[config.mk]
export PLATFORM = sky130hd
export DESIGN_NAME = utf8_to_ascii_key_stream
export DESIGN_NICKNAME = d
export VERILOG_FILES = /design/src/design/u2a_pkg.sv /design/src/design/u2a_decode.sv /design/src/design/utf8_to_ascii_key_stream.sv
export VERILOG_INCLUDE_DIRS = /design/src /design/src/design
export SDC_FILE = /design/constraint.sdc
export NUM_CORES = 1
export LEC_CHECK = 0
export BUFFER_PORTS_ARGS = -buffer_cell sky130_fd_sc_hd__clkbuf_2
export CAP_MARGIN = 20
export CORE_MARGIN = 4
export CORE_UTILIZATION = 60
export DETAILED_ROUTE_END_ITERATION = 12
export GPL_TIMING_DRIVEN = 0
export PLACE_DENSITY_LB_ADDON = 0.08
export SYNTH_ARGS = -nofsm -noshare
export SYNTH_HDL_FRONTEND = slang
export SYNTH_SLANG_ARGS = --single-unit
[constraint.sdc]
create_clock -name clock -period 20.9 [get_ports clock]
set_input_delay 1.045 -clock clock [delete_from_list [all_inputs] [get_ports clock]]
set_output_delay 1.045 -clock clock [all_outputs]
set_load 0.005 [all_outputs]
[src/design/utf8_to_ascii_key_stream_defines.svh]
// Assertion macros for the UTF-8 to ASCII key stream block.
`ifndef UTF8_TO_ASCII_KEY_STREAM_DEFINES_SVH
`define UTF8_TO_ASCII_KEY_STREAM_DEFINES_SVH

`ifndef ASSERT_OFF

// Check a condition on every clock edge outside reset.
`define U2A_ASSERT(label, clk, rst, prop) \
   label: assert property (@(posedge clk) disable iff (rst) (prop)) \
      else $error("u2a: invariant violated");

// Check that a condition implies another in the same cycle.
`define U2A_ASSERT_IMPL(label, clk, rst, ante, cons) \
   label: assert property (@(posedge clk) disable iff (rst) (ante) |-> (cons)) \
      else $error("u2a: implication violated");

// Check that a condition implies another in the next cycle.
`define U2A_ASSERT_NEXT(label, clk, rst, ante, cons) \
   label: assert property (@(posedge clk) disable iff (rst) (ante) |=> (cons)) \
      else $error("u2a: next-cycle implication violated");

`else

`define U2A_ASSERT(label, clk, rst, prop)
`define U2A_ASSERT_IMPL(label, clk, rst, ante, cons)
`define U2A_ASSERT_NEXT(label, clk, rst, ante, cons)

`endif

`endif

[src/design/u2a_pkg.sv]
// Types and constants shared by the UTF-8 to ASCII key stream modules.
package u2a_pkg;

   localparam int MaxTextBytes = 2048;
   localparam int CountLimitInt = (3 * MaxTextBytes < 8191) ? 3 * MaxTextBytes : 8191;
   localparam logic [12:0] CountLimit = 13'(CountLimitInt);

   localparam logic [1:0] KIND_CHAR   = 2'd0;
   localparam logic [1:0] KIND_RETURN = 2'd1;
   localparam logic [1:0] KIND_TAB    = 2'd2;

   localparam logic [7:0] CHR_TAB    = 8'h09;
   localparam logic [7:0] CHR_LF     = 8'h0A;
   localparam logic [7:0] CHR_CR     = 8'h0D;
   localparam logic [7:0] CHR_SPACE  = 8'h20;
   localparam logic [7:0] CHR_TILDE  = 8'h7E;
   localparam logic [6:0] CHR_APOS   = 7'h27;
   localparam logic [6:0] CHR_QUOTE  = 7'h22;
   localparam logic [6:0] CHR_DASH   = 7'h2D;
   localparam logic [6:0] CHR_DOT    = 7'h2E;

   localparam logic [7:0] NBSP_LEAD  = 8'hC2;
   localparam logic [7:0] NBSP_TRAIL = 8'hA0;
   localparam logic [7:0] PUNCT_LEAD = 8'hE2;
   localparam logic [7:0] PUNCT_MID  = 8'h80;
   localparam logic [7:0] LSQUO      = 8'h98;
   localparam logic [7:0] RSQUO      = 8'h99;
   localparam logic [7:0] LDQUO      = 8'h9C;
   localparam logic [7:0] RDQUO      = 8'h9D;
   localparam logic [7:0] EN_DASH    = 8'h93;
   localparam logic [7:0] EM_DASH    = 8'h94;
   localparam logic [7:0] ELLIPSIS   = 8'hA6;

   // Partial multi-byte sequence: lead byte, up to two trailing bytes.
   typedef struct packed {
      logic [7:0] b0;
      logic [7:0] b1;
      logic [7:0] b2;
      logic [1:0] cnt;
      logic [2:0] len;
   } pend_type;

   typedef struct packed {
      logic        char_valid;
      logic [6:0]  out_char;
      logic [1:0]  key_kind;
      logic        end_of_text;
      logic [12:0] char_count;
   } result_type;

   // All results caused by one input byte.
   typedef struct packed {
      result_type [3:0] item;
      logic [2:0]       num;
   } batch_type;

   typedef struct packed {
      pend_type   pend;
      logic [1:0] n_emit;
      logic [6:0] ch;
   } feed_type;

endpackage

[src/design/u2a_decode.sv]
// Per-byte decode: next sequence state, character count and result batch.
module u2a_decode
   import u2a_pkg::*;
(
   input  pend_type    pend,
   input  logic [12:0] emitted,
   input  logic [7:0]  in_byte,
   input  logic        last_byte,
   output pend_type    pend_next,
   output logic [12:0] emitted_next,
   output batch_type   batch
);

   function automatic feed_type feed(pend_type st, logic [7:0] c);
      feed_type   f;
      logic [2:0] nc;
      logic [7:0] x1;
      logic [7:0] x2;
      f        = '0;
      f.pend   = st;
      nc       = {1'b0, st.cnt} + 3'd1;
      x1       = (st.cnt == 2'd1) ? c : st.b1;
      x2       = (st.cnt == 2'd2) ? c : st.b2;
      if (st.cnt != 2'd0) begin
         if (nc >= st.len) begin
            f.pend = '0;
            priority if (st.len == 3'd2 && st.b0 == NBSP_LEAD && x1 == NBSP_TRAIL) begin
               f.n_emit = 2'd1;
               f.ch     = CHR_SPACE[6:0];
            end else if (st.len == 3'd3 && st.b0 == PUNCT_LEAD && x1 == PUNCT_MID) begin
               priority if (x2 == LSQUO || x2 == RSQUO) begin
                  f.n_emit = 2'd1;
                  f.ch     = CHR_APOS;
               end else if (x2 == LDQUO || x2 == RDQUO) begin
                  f.n_emit = 2'd1;
                  f.ch     = CHR_QUOTE;
               end else if (x2 == EN_DASH || x2 == EM_DASH) begin
                  f.n_emit = 2'd1;
                  f.ch     = CHR_DASH;
               end else if (x2 == ELLIPSIS) begin
                  f.n_emit = 2'd3;
                  f.ch     = CHR_DOT;
               end else begin
                  f.n_emit = 2'd0;
               end
            end else begin
               f.n_emit = 2'd0;
            end
         end else begin
            if (st.cnt == 2'd1) begin
               f.pend.b1 = c;
            end else begin
               f.pend.b2 = c;
            end
            f.pend.cnt = nc[1:0];
         end
      end else if (c == CHR_LF || c == CHR_CR || c == CHR_TAB ||
                   (c >= CHR_SPACE && c <= CHR_TILDE)) begin
         f.n_emit = 2'd1;
         f.ch     = c[6:0];
      end else if ((c & 8'hE0) == 8'hC0) begin
         f.pend     = '0;
         f.pend.b0  = c;
         f.pend.cnt = 2'd1;
         f.pend.len = 3'd2;
      end else if ((c & 8'hF0) == 8'hE0) begin
         f.pend     = '0;
         f.pend.b0  = c;
         f.pend.cnt = 2'd1;
         f.pend.len = 3'd3;
      end else if ((c & 8'hF8) == 8'hF0) begin
         f.pend     = '0;
         f.pend.b0  = c;
         f.pend.cnt = 2'd1;
         f.pend.len = 3'd4;
      end
      return f;
   endfunction

   function automatic result_type key_result(logic [6:0] ch);
      result_type r;
      r            = '0;
      r.char_valid = 1'b1;
      if (ch == CHR_LF[6:0] || ch == CHR_CR[6:0]) begin
         r.key_kind = KIND_RETURN;
      end else if (ch == CHR_TAB[6:0]) begin
         r.key_kind = KIND_TAB;
      end else begin
         r.key_kind = KIND_CHAR;
         r.out_char = ch;
      end
      return r;
   endfunction

   feed_type    fr [5];
   pend_type    s;
   pend_type    t;
   logic [6:0]  em [4];
   logic [2:0]  n;
   logic [13:0] sum;
   logic [12:0] sat;

   always_comb begin
      fr[0] = feed(pend, in_byte);
      for (int i = 1; i < 5; i++) begin
         fr[i] = '0;
      end
      s = fr[0].pend;
      t = '0;
      // On the last byte, drop a truncated lead and feed its tail bytes again;
      // two passes re-decode the tail bytes, and pend_next is cleared afterwards.
      if (last_byte) begin
         for (int it = 0; it < 2; it++) begin
            t = '0;
            if (s.cnt >= 2'd2) begin
               fr[1 + 2 * it] = feed(t, s.b1);
               t = fr[1 + 2 * it].pend;
            end
            if (s.cnt == 2'd3) begin
               fr[2 + 2 * it] = feed(t, s.b2);
               t = fr[2 + 2 * it].pend;
            end
            s = t;
         end
      end

      n = 3'd0;
      for (int j = 0; j < 4; j++) begin
         em[j] = '0;
      end
      for (int i = 0; i < 5; i++) begin
         for (int j = 0; j < 4; j++) begin
            if (3'(j) >= n && 3'(j) < n + {1'b0, fr[i].n_emit}) begin
               em[j] = fr[i].ch;
            end
         end
         n = n + {1'b0, fr[i].n_emit};
      end

      sum = {1'b0, emitted} + 14'(n);
      sat = (sum >= {1'b0, CountLimit}) ? CountLimit : sum[12:0];

      batch = '0;
      for (int j = 0; j < 4; j++) begin
         if (3'(j) < n) begin
            batch.item[j] = key_result(em[j]);
         end
      end
      batch.num = n;
      if (last_byte) begin
         batch.item[n[1:0]].end_of_text = 1'b1;
         batch.item[n[1:0]].char_count  = sat;
         batch.num = n + 3'd1;
      end

      pend_next    = last_byte ? '0 : s;
      emitted_next = last_byte ? '0 : sat;
   end

endmodule

[src/design/utf8_to_ascii_key_stream.sv]
// Top level of the UTF-8 to ASCII key stream converter.
// Takes UTF-8 text one byte per req_ transfer (req_last_byte marks the final
// byte) and gives key events on rsp_: printable ASCII as characters, newline
// and carriage return as Return, tab as Tab, curly quotes, dashes and the
// no-break space as their ASCII forms, and an ellipsis as three dots. Other
// multi-byte sequences are skipped by their lead-byte length. After the last
// byte a truncated sequence loses its lead byte and its tail bytes are
// decoded again, then one end result carries the saturating character count.
// Each accepted byte is decoded combinationally into a four-entry result
// register that drains one result per cycle while rsp_ready is high. A byte
// that yields at most one result lets the next byte in as that result drains
// (one byte per cycle sustained while rsp_ready is high); a byte that yields
// several results, such as an ellipsis or a last byte, holds the input until
// its final result drains. There is no clearing pass after reset.
`include "utf8_to_ascii_key_stream_defines.svh"

module utf8_to_ascii_key_stream
   import u2a_pkg::*;
(
   input  logic        clock,
   input  logic        reset,
   input  logic        req_valid,
   output logic        req_ready,
   input  logic [7:0]  req_in_byte,
   input  logic        req_last_byte,
   output logic        rsp_valid,
   input  logic        rsp_ready,
   output logic        rsp_char_valid,
   output logic [6:0]  rsp_out_char,
   output logic [1:0]  rsp_key_kind,
   output logic        rsp_end_of_text,
   output logic [12:0] rsp_char_count
);

   pend_type         pend_ff;
   pend_type         pend_in;
   logic [12:0]      count_ff;
   logic [12:0]      count_in;
   result_type [3:0] res_ff;
   logic [2:0]       res_cnt_ff;
   batch_type        batch;
   logic             req_xfer;
   logic             rsp_xfer;

   u2a_decode u_decode (
      .pend         (pend_ff),
      .emitted      (count_ff),
      .in_byte      (req_in_byte),
      .last_byte    (req_last_byte),
      .pend_next    (pend_in),
      .emitted_next (count_in),
      .batch        (batch)
   );

   // Take a new byte once the result register is empty or drains its
   // final entry in this cycle.
   assign req_ready = (res_cnt_ff == 3'd0) || (res_cnt_ff == 3'd1 && rsp_ready);
   assign req_xfer  = req_valid && req_ready;
   assign rsp_valid = (res_cnt_ff != 3'd0);
   assign rsp_xfer  = rsp_valid && rsp_ready;

   // Control: sequence state, character count, result fill level.
   always_ff @(posedge clock) begin
      if (reset) begin
         pend_ff    <= '0;
         count_ff   <= '0;
         res_cnt_ff <= '0;
      end else if (req_xfer) begin
         pend_ff    <= pend_in;
         count_ff   <= count_in;
         res_cnt_ff <= batch.num;
      end else if (rsp_xfer) begin
         res_cnt_ff <= res_cnt_ff - 3'd1;
      end
   end

   // Load a fresh batch on a byte transfer, else advance the queue on a
   // result transfer; the head entry always drives the outputs.
   always_ff @(posedge clock) begin
      if (req_xfer) begin
         res_ff <= batch.item;
      end else if (rsp_xfer) begin
         res_ff[0] <= res_ff[1];
         res_ff[1] <= res_ff[2];
         res_ff[2] <= res_ff[3];
      end
   end

   assign rsp_char_valid  = res_ff[0].char_valid;
   assign rsp_out_char    = res_ff[0].out_char;
   assign rsp_key_kind    = res_ff[0].key_kind;
   assign rsp_end_of_text = res_ff[0].end_of_text;
   assign rsp_char_count  = res_ff[0].char_count;

   // The result register never holds more than four entries.
   `U2A_ASSERT(a_fill_bound, clock, reset, res_cnt_ff <= 3'd4)
   // An end result is always the last entry of its batch.
   `U2A_ASSERT_IMPL(a_end_last, clock, reset, rsp_valid && rsp_end_of_text, res_cnt_ff == 3'd1)
   // A key event is never also an end result.
   `U2A_ASSERT_IMPL(a_key_not_end, clock, reset, rsp_valid && rsp_char_valid, !rsp_end_of_text)
   // The last byte of a text leaves no pending sequence and a zero count.
   `U2A_ASSERT_NEXT(a_text_reset, clock, reset, req_xfer && req_last_byte,
      pend_ff.cnt == 2'd0 && count_ff == 13'd0)

endmodule
==> impl_metrics.py, run 1 <==
metrics = {
    "cells_and_area": {
        "fin_nets": 1116,
        "area_growth_pct": 11.6,
        "drive_above_1_share_pct": 12.8,
        "multi_input_area_um2": 4860,
        "num-fill-cells": 1146,
        "diodes": 0,
        "seqCellArea_um2": 3780,
        "fin_cells": 1268,
    },
    "placement": {
        "dp.cells": 1236,
        "dp_hpwl_um": 21000,
        "port_buffers": 34,
        "routabilityCongestion": 1.05,
    },
    "pwr": {
        "ir_drop_mv": 0.111,
        "power.net_switching_w": 0.000322,
        "swShare_pct": 30.4,
        "seq_power_share_pct": 42.1,
        "intPower_w": 0.000737,
        "clkPwrFrac_pct": 30.6,
        "pwr_density_cell_nw_per_um2": 103,
        "p_comb_share_pct": 27.2,
        "total_power_w": 0.00106,
        "p_leak_nw": 3.77,
    },
    "worst_setup_path": {
        "timing.rr.end": "res_ff[57]$_DFFE_PP_",
        "worstPathRequired_ns": 21.08,
        "cp-end-kind": "flop",
        "cp_max_fo": 10,
        "slowest_stage": "nor3b_1",
        "path_class": "flop to flop",
        "cp-start-kind": "flop",
        "reg2reg_from": "pend_ff[3]$_SDFFE_PP0P_",
        "cp.arrival_ns": 9.66,
        "reg2reg_slack_ns": 11.42,
        "critPathMaxStageDelay_ns": 0.71,
        "path_common_cell": "ha_1",
        "r2r_cells": 33,
    },
    "min_path": {
        "whs_endpoint": "pend_ff[22]$_SDFFE_PP0P_",
        "hold_depth": 2,
        "holdCritStartpoint": "pend_ff[22]$_SDFFE_PP0P_",
        "hold_class": "flop to flop",
    },
    "synth": {
        "synth-xor-area-share_pct": 0.954,
        "yosys.cell_types.count": 98,
        "synthAdderAreaFrac_pct": 4.53,
        "synth_top_family_by_area": "compound AO/OA/AOI/OAI gates",
        "synth-simple-area-share_pct": 21.4,
        "async_reset_ff_share_pct": 0,
        "syn_inst": 1017,
        "synth_nets": 1062,
        "synth_compound_area_share_pct": 24.9,
        "yosysSeqAreaShare_pct": 41.2,
        "ys_ff_latch": 141,
        "syn-cell-area_um2": 9180,
        "synth_edf_count": 96,
        "syn_avg_cell_area_um2": 9.03,
        "ys.flop_type": "edfxtp_1",
        "synth_mux_area_share_pct": 1.12,
        "ys.warnings.count": 0,
    },
    "drt": {
        "viasPerCell": 6.78,
        "dr.pass1.iters": 8,
        "drcViolationCount": 0,
        "antenna_left": 0,
        "wire_per_inst_um": 22.4,
        "routed_wl_um": 28400,
        "drtIter0Drc": 1051,
        "route.vias.total": 8602,
    },
    "grt": {
        "use_met1_pct": 45.1,
        "track_usage_pct": 32.5,
        "use_met3_pct": 8.64,
        "grt_util_met2_pct": 49.5,
        "grt_pass1_wl_um": 44600,
        "grt_max_degree": 74,
        "grt_busiest_layer": "met2",
        "grt_pass1_vias": 7966,
        "grt_overflow": 0,
        "antenna_found_initial": 0,
    },
    "clock_tree": {
        "cts_tree": "built",
        "h-tree-depth": 4,
        "cts_hold_buf": 0,
        "cts_sinks": 141,
        "clk_pin_slew_ns": 0.06,
        "ctsResizeCount": 0,
        "clkLatencyLatePin_ns": 0.43,
        "postCtsSetupBuffers": 0,
        "cts_made_buffers": 17,
        "cts_root_buf": "clkbuf_16",
        "cts_max_path_buffers": 2,
    },
    "floorplan": {
        "dieArea_um2": 17300,
        "die_h_um": 132,
        "pin_count": 39,
        "die_w_um": 132,
        "initial_core_util_pct": 62.2,
        "core_um2": 14800,
        "num_rows": 44,
    },
    "sta": {
        "worstMarginPinSlew_ns": 1.04,
        "finalSetupTns_ns": 0,
        "finalSetupViolations": 0,
        "grt_setup_unrepaired": "false",
        "hold_viol": 0,
        "drv_slew": 0,
        "period_needed_ns": 9.48,
        "finalClockSkew_ns": 0.0130,
        "clock.fmax_mhz": 106,
        "post-route-period-util_pct": 45.3,
        "slew_headroom_pct": 30.0,
    },
    "flow_run": {
        "drv_cap": 0,
    },
    "status": {
        "status": "complete, no violations",
    },
}
## cells in the mapped netlist, types with 6 or more instances
library cell,instances,area (um2)
and2_1,12,75.1
o32ai_1,6,52.6
buf_2,10,50.1
inv_1,31,116
o21ai_1,6,30.0
and3_1,11,68.8
nor4_1,8,50.1
a22oi_1,25,188
edfxtp_1,96,2880
mux2i_1,8,80.1
nor2b_1,8,50.1
a21o_1,10,75.1
a22o_1,36,315
nand2b_1,13,81.3
a211oi_1,8,60.1
o21ai_0,62,310
dfxtp_1,45,901
nand3_1,33,165
clkbuf_1,36,135
nand4_1,9,56.3
buf_1,8,30.0
ha_1,30,375
o211ai_1,10,75.1
xnor2_1,8,70.1
o22ai_1,10,62.6
nand3b_1,8,60.1
nor2_1,109,409
buf_4,24,180
nand2_1,101,379
nor3_1,33,165
a21oi_1,61,305
## worst max-delay path, delay by kind of cell (launching register included)
family / cells / cell delay [ns]
AO/OA/AOI/OAI: 11 / 2.65
flip-flops: 1 / 0.47
buffers and inverters: 7 / 1.47
adder cells (fa/ha/maj): 8 / 2.68
AND/OR/NAND/NOR: 7 / 1.94
## flip-flops by register name, summed over array words and instances, names as in the netlist
name / cells
rsp_char_valid: 1
rsp_out_char: 7
rsp_key_kind: 2
res_cnt_ff: 3
res_ff: 72
count_ff: 13
pend_ff: 29
rsp_end_of_text: 1
rsp_char_count: 13
## worst max-delay path by stage
stage                                  from  slack (ns)              endpoint
floorplan           pend_ff[3]$_SDFFE_PP0P_       13.20  res_ff[57]$_DFFE_PP_
global placement             req_in_byte[5]       11.76  res_ff[57]$_DFFE_PP_
CTS                 pend_ff[3]$_SDFFE_PP0P_       11.63  res_ff[57]$_DFFE_PP_
detailed placement           req_in_byte[5]       11.59  res_ff[57]$_DFFE_PP_
global route        pend_ff[3]$_SDFFE_PP0P_       10.77  res_ff[57]$_DFFE_PP_
finish              pend_ff[3]$_SDFFE_PP0P_       11.42  res_ff[57]$_DFFE_PP_
## final cells by class
type | instances | area share, %
Multi-Input combinational cell | 764 | 47.4
Tap cell | 184 | 2.25
Sequential cell | 141 | 36.9
Inverter | 32 | 1.17
Buffer | 80 | 4.09
Clock buffer | 18 | 4.19
Clock inverter | 14 | 2.00
Timing Repair Buffer | 35 | 1.93
## power groups by stage
stage	clock, W	sequential (W)	combinational (W)
final	0.000325	0.000446	0.000288
after global routing	0.000338	0.000454	0.000316
after CTS	0.000325	0.000446	0.000287
after detailed placement	0	0.000451	0.000286
after global placement	0	0.000450	0.000273
after floorplan	0	0.000445	0.000188
## routing by layer
layer | share of wire, % | wire, um | vias up
li1 | - | - | 3940
met3 | 11 | 2990 | 78
met1 | 41 | 11700 | 4059
met5 | 0 | 0 | -
met4 | 3.0 | 860 | 0
met2 | 45 | 12900 | 525
## kinds of logic (layout without fill, tap and decap cells)
logic type | Yosys count | after routing
adders and majority gates | 32 | 32
buffers and inverters | 112 | 179
AOI/OAI and AO/OA | 322 | 322
muxes | 10 | 10
DFF | 141 | 141
and+or+nand+nor | 390 | 390
xor gates and xnor gates | 10 | 10
## layout by cell type (no fill, tap or decap), types with 5 or more instances in the layout
cell,instances
a21oi_1,61
buf_2,10
inv_6,6
nor3b_1,5
o32ai_1,6
nand4_1,9
xnor2_1,8
o21ai_1,6
o2111ai_1,5
nor2b_1,8
a211o_1,5
clkbuf_16,17
nand3_1,33
mux2i_1,8
a32oi_1,5
clkbuf_1,36
and2_1,12
buf_4,24
a21o_1,10
nand2_1,101
edfxtp_1,96
ha_1,30
a2111oi_0,5
nor3_1,33
nand2b_1,13
buf_1,8
a211oi_1,8
nor2_1,109
o21ai_0,62
a22oi_1,25
o22ai_1,10
a22o_1,36
and3_1,11
dfxtp_1,45
nor4_1,8
o211ai_1,10
clkbuf_2,35
inv_1,31
nand3b_1,8
## through the flow
step	hold WS (ns)	utilization, %	setup WS (ns)	area (um2)
floorplan	0.427	-	13.20	9180
global placement	0.437	64.9	11.76	9580
detailed placement	0.448	65.1	11.59	9610
CTS	0.456	69.4	11.63	10200
global route	0.480	69.4	10.77	10200
finish	0.454	69.4	11.42	10200
No activity file was read; power rests on OpenSTA's default activity.
==> run 2: changes to the inputs <==
- CORE_UTILIZATION: 60 -> 57
- clock period: 20.9 -> 8.1 ns (I/O delays scaled with it)
==> impl_metrics.py, run 2 (synthesized netlist as in run 1, its figures left out) <==
metrics = {
    "sta": {
        "clock.fmax_mhz": 128,
        "post-route-period-util_pct": 96.3,
        "period_needed_ns": 7.80,
        "drv_slew": 0,
        "hold_viol": 0,
        "worstMarginPinSlew_ns": 1.05,
        "slew_headroom_pct": 29.8,
        "setup_slack_ns": 0.303,
        "finalSetupTns_ns": 0,
        "finalClockSkew_ns": 0.0107,
        "finalSetupViolations": 0,
    },
    "grt": {
        "grt_overflow": 0,
        "track_usage_pct": 31.8,
        "grt_pass1_wl_um": 44700,
        "antenna_found_initial": 0,
        "grt_pass1_vias": 8016,
        "grt_max_degree": 73,
    },
    "cells_and_area": {
        "multi_input_area_um2": 5010,
        "drive_above_1_share_pct": 15.2,
        "fin_cells": 1305,
        "diodes": 0,
        "area_growth_pct": 13.6,
        "top_register": "res_ff",
        "reg_top3": "res_ff: 72 flops, pend_ff: 29 flops",
        "final_common_cell": "nor2_1",
        "num-fill-cells": 1341,
        "stdcell_area_um2": 10400,
        "fin_nets": 1121,
        "largest_register_ffs": 72,
        "seqCellArea_um2": 3790,
        "final_cell_mix": "nor2_1, nand2_1, edfxtp_1",
    },
    "drt": {
        "drcViolationCount": 0,
        "wire_per_inst_um": 22.0,
        "dr.pass1.iters": 6,
        "route.vias.total": 8635,
        "antenna_left": 0,
        "routed_wl_um": 28800,
        "drtIter0Drc": 928,
        "viasPerCell": 6.62,
    },
    "placement": {
        "dp_slack_ns": -1.06,
        "place_area_um2": 9650,
        "dp_hpwl_um": 21100,
        "port_buffers": 34,
        "dp.cells": 1268,
        "routabilityCongestion": 0.997,
    },
    "clock_tree": {
        "cts_made_buffers": 17,
        "cts_max_path_buffers": 2,
        "clkLatencyLatePin_ns": 0.43,
        "cts_tree": "built",
        "h-tree-depth": 4,
        "cts_sinks": 141,
        "clk_pin_slew_ns": 0.06,
        "cts_root_buf": "clkbuf_16",
    },
    "worst_setup_path": {
        "cp.arrival_ns": 7.97,
        "worstPathRequired_ns": 8.27,
        "cp_max_fo": 9,
        "path_class": "flop to flop",
        "cp-start-kind": "flop",
        "cp-end-kind": "flop",
    },
    "floorplan": {
        "die_h_um": 135,
        "dieArea_um2": 18200,
        "num_rows": 46,
        "initial_core_util_pct": 58.0,
        "core_um2": 15800,
        "pin_count": 39,
        "die_w_um": 135,
    },
    "status": {
        "status": "complete, no violations",
    },
    "pwr": {
        "pwr_density_cell_nw_per_um2": 256,
        "ir_drop_mv": 0.312,
        "p_leak_nw": 3.83,
    },
    "min_path": {
        "hold_class": "input pin to flop",
    },
    "flow_run": {
        "drv_cap": 0,
    },
}
## run 2: cell types whose count changed in the layout (fill, tap and decap cells not counted), moves of 2 or more
| cell | change |
|---|---|
| a21oi_1 | -4 |
| a21oi_2 | +4 |
| bufinv_16 | -3 |
| o21ai_1 | +4 |
| a2111oi_0 | -2 |
| clkbuf_4 | +2 |
| dfxtp_1 | -2 |
| buf_4 | +7 |
| inv_8 | +3 |
| clkinvlp_4 | +2 |
| o21ai_0 | -5 |
| clkbuf_1 | -4 |
## run 2: report_power, final
| part | total [W] | switching (W) | internal, W | leakage [nW] |
|---|---|---|---|---|
| Combinational | 0.000752 | 0.000458 | 0.000294 | 2.23 |
| Sequential | 0.00115 | 0.0000647 | 0.00109 | 1.33 |
| Clock | 0.000768 | 0.000336 | 0.000432 | 0.271 |
## run 2: path summary, 6_finish.rpt
| kind | startpoint | to | slack [ns] | cells past startpoint |
|---|---|---|---|---|
| hold / removal | rsp_ready | res_cnt_ff[2]$_SDFFE_PP0P_ | 0.31 | 4 |
| hold reg to reg | pend_ff[22]$_SDFFE_PP0P_ | pend_ff[22]$_SDFFE_PP0P_ | 0.45 | 2 |
| setup reg to reg | pend_ff[3]$_SDFFE_PP0P_ | rsp_out_char[1]$_DFFE_PP_ | 0.30 | 27 |
| setup / recovery | pend_ff[3]$_SDFFE_PP0P_ | rsp_out_char[1]$_DFFE_PP_ | 0.30 | 27 |
## run 2: critical path, stage by stage (launching register included)
cell and delay, ns:
dfxtp_4 0.40, inv_1 0.07, ha_1 0.32, ha_1 0.34, and2_1 0.17, buf_2 0.17
a2111oi_0 0.47, a221o_1 0.53, o221ai_1 0.29, o21ai_2 0.37, a21o_2 0.27, inv_1 0.18
ha_1 0.42, ha_1 0.21, inv_1 0.06, fa_1 0.53, inv_1 0.06, ha_1 0.47
inv_1 0.26, nand2_1 0.15, nor2_1 0.45, nor3_4 0.13, and2_1 0.25, a211oi_1 0.23
o2111a_2 0.29, nand2_1 0.08, o211ai_1 0.26, nand2_1 0.08
## run 2: per-layer routing
layer	vias up	share of wire, %	track usage (%)
met5	-	0	0
met1	4153	43	43.7
met3	86	8.8	7.97
met2	440	45	48.2
met4	0	3.6	13.1
li1	3956	-	-
## run 2: final cells by class
| type | count | share of cell area [%] |
|---|---|---|
| Inverter | 32 | 1.15 |
| Buffer | 78 | 4.01 |
| Clock inverter | 15 | 1.44 |
| Tap cell | 216 | 2.59 |
| Timing Repair Buffer | 42 | 2.40 |
| Multi-Input combinational cell | 764 | 48.0 |
| Sequential cell | 141 | 36.3 |
| Clock buffer | 17 | 4.08 |
## run 2: metrics by stage
step | util [%] | hold WS (ns) | total power (W)
6_report | 65.9 | 0.309 | 0.00267
5_1_grt | 65.9 | 0.370 | 0.00279
4_1_cts | 65.0 | 0.313 | 0.00267
3_5_place_dp | 61.0 | 0.447 | 0.00190
3_3_place_gp | 60.8 | 0.436 | 0.00188
2_1_floorplan | - | 0.427 | 0.00163
## run 2: timing repair
action | in CTS | in global routing
resized for setup | 15 | 24
hold buffers | 0 | 0
buffers inserted | 1 | 6
gates cloned | 0 | 0
pin swaps | 1 | 5
setup endpoints to repair | 74 | 82
hold endpoints to repair | 0 | 0
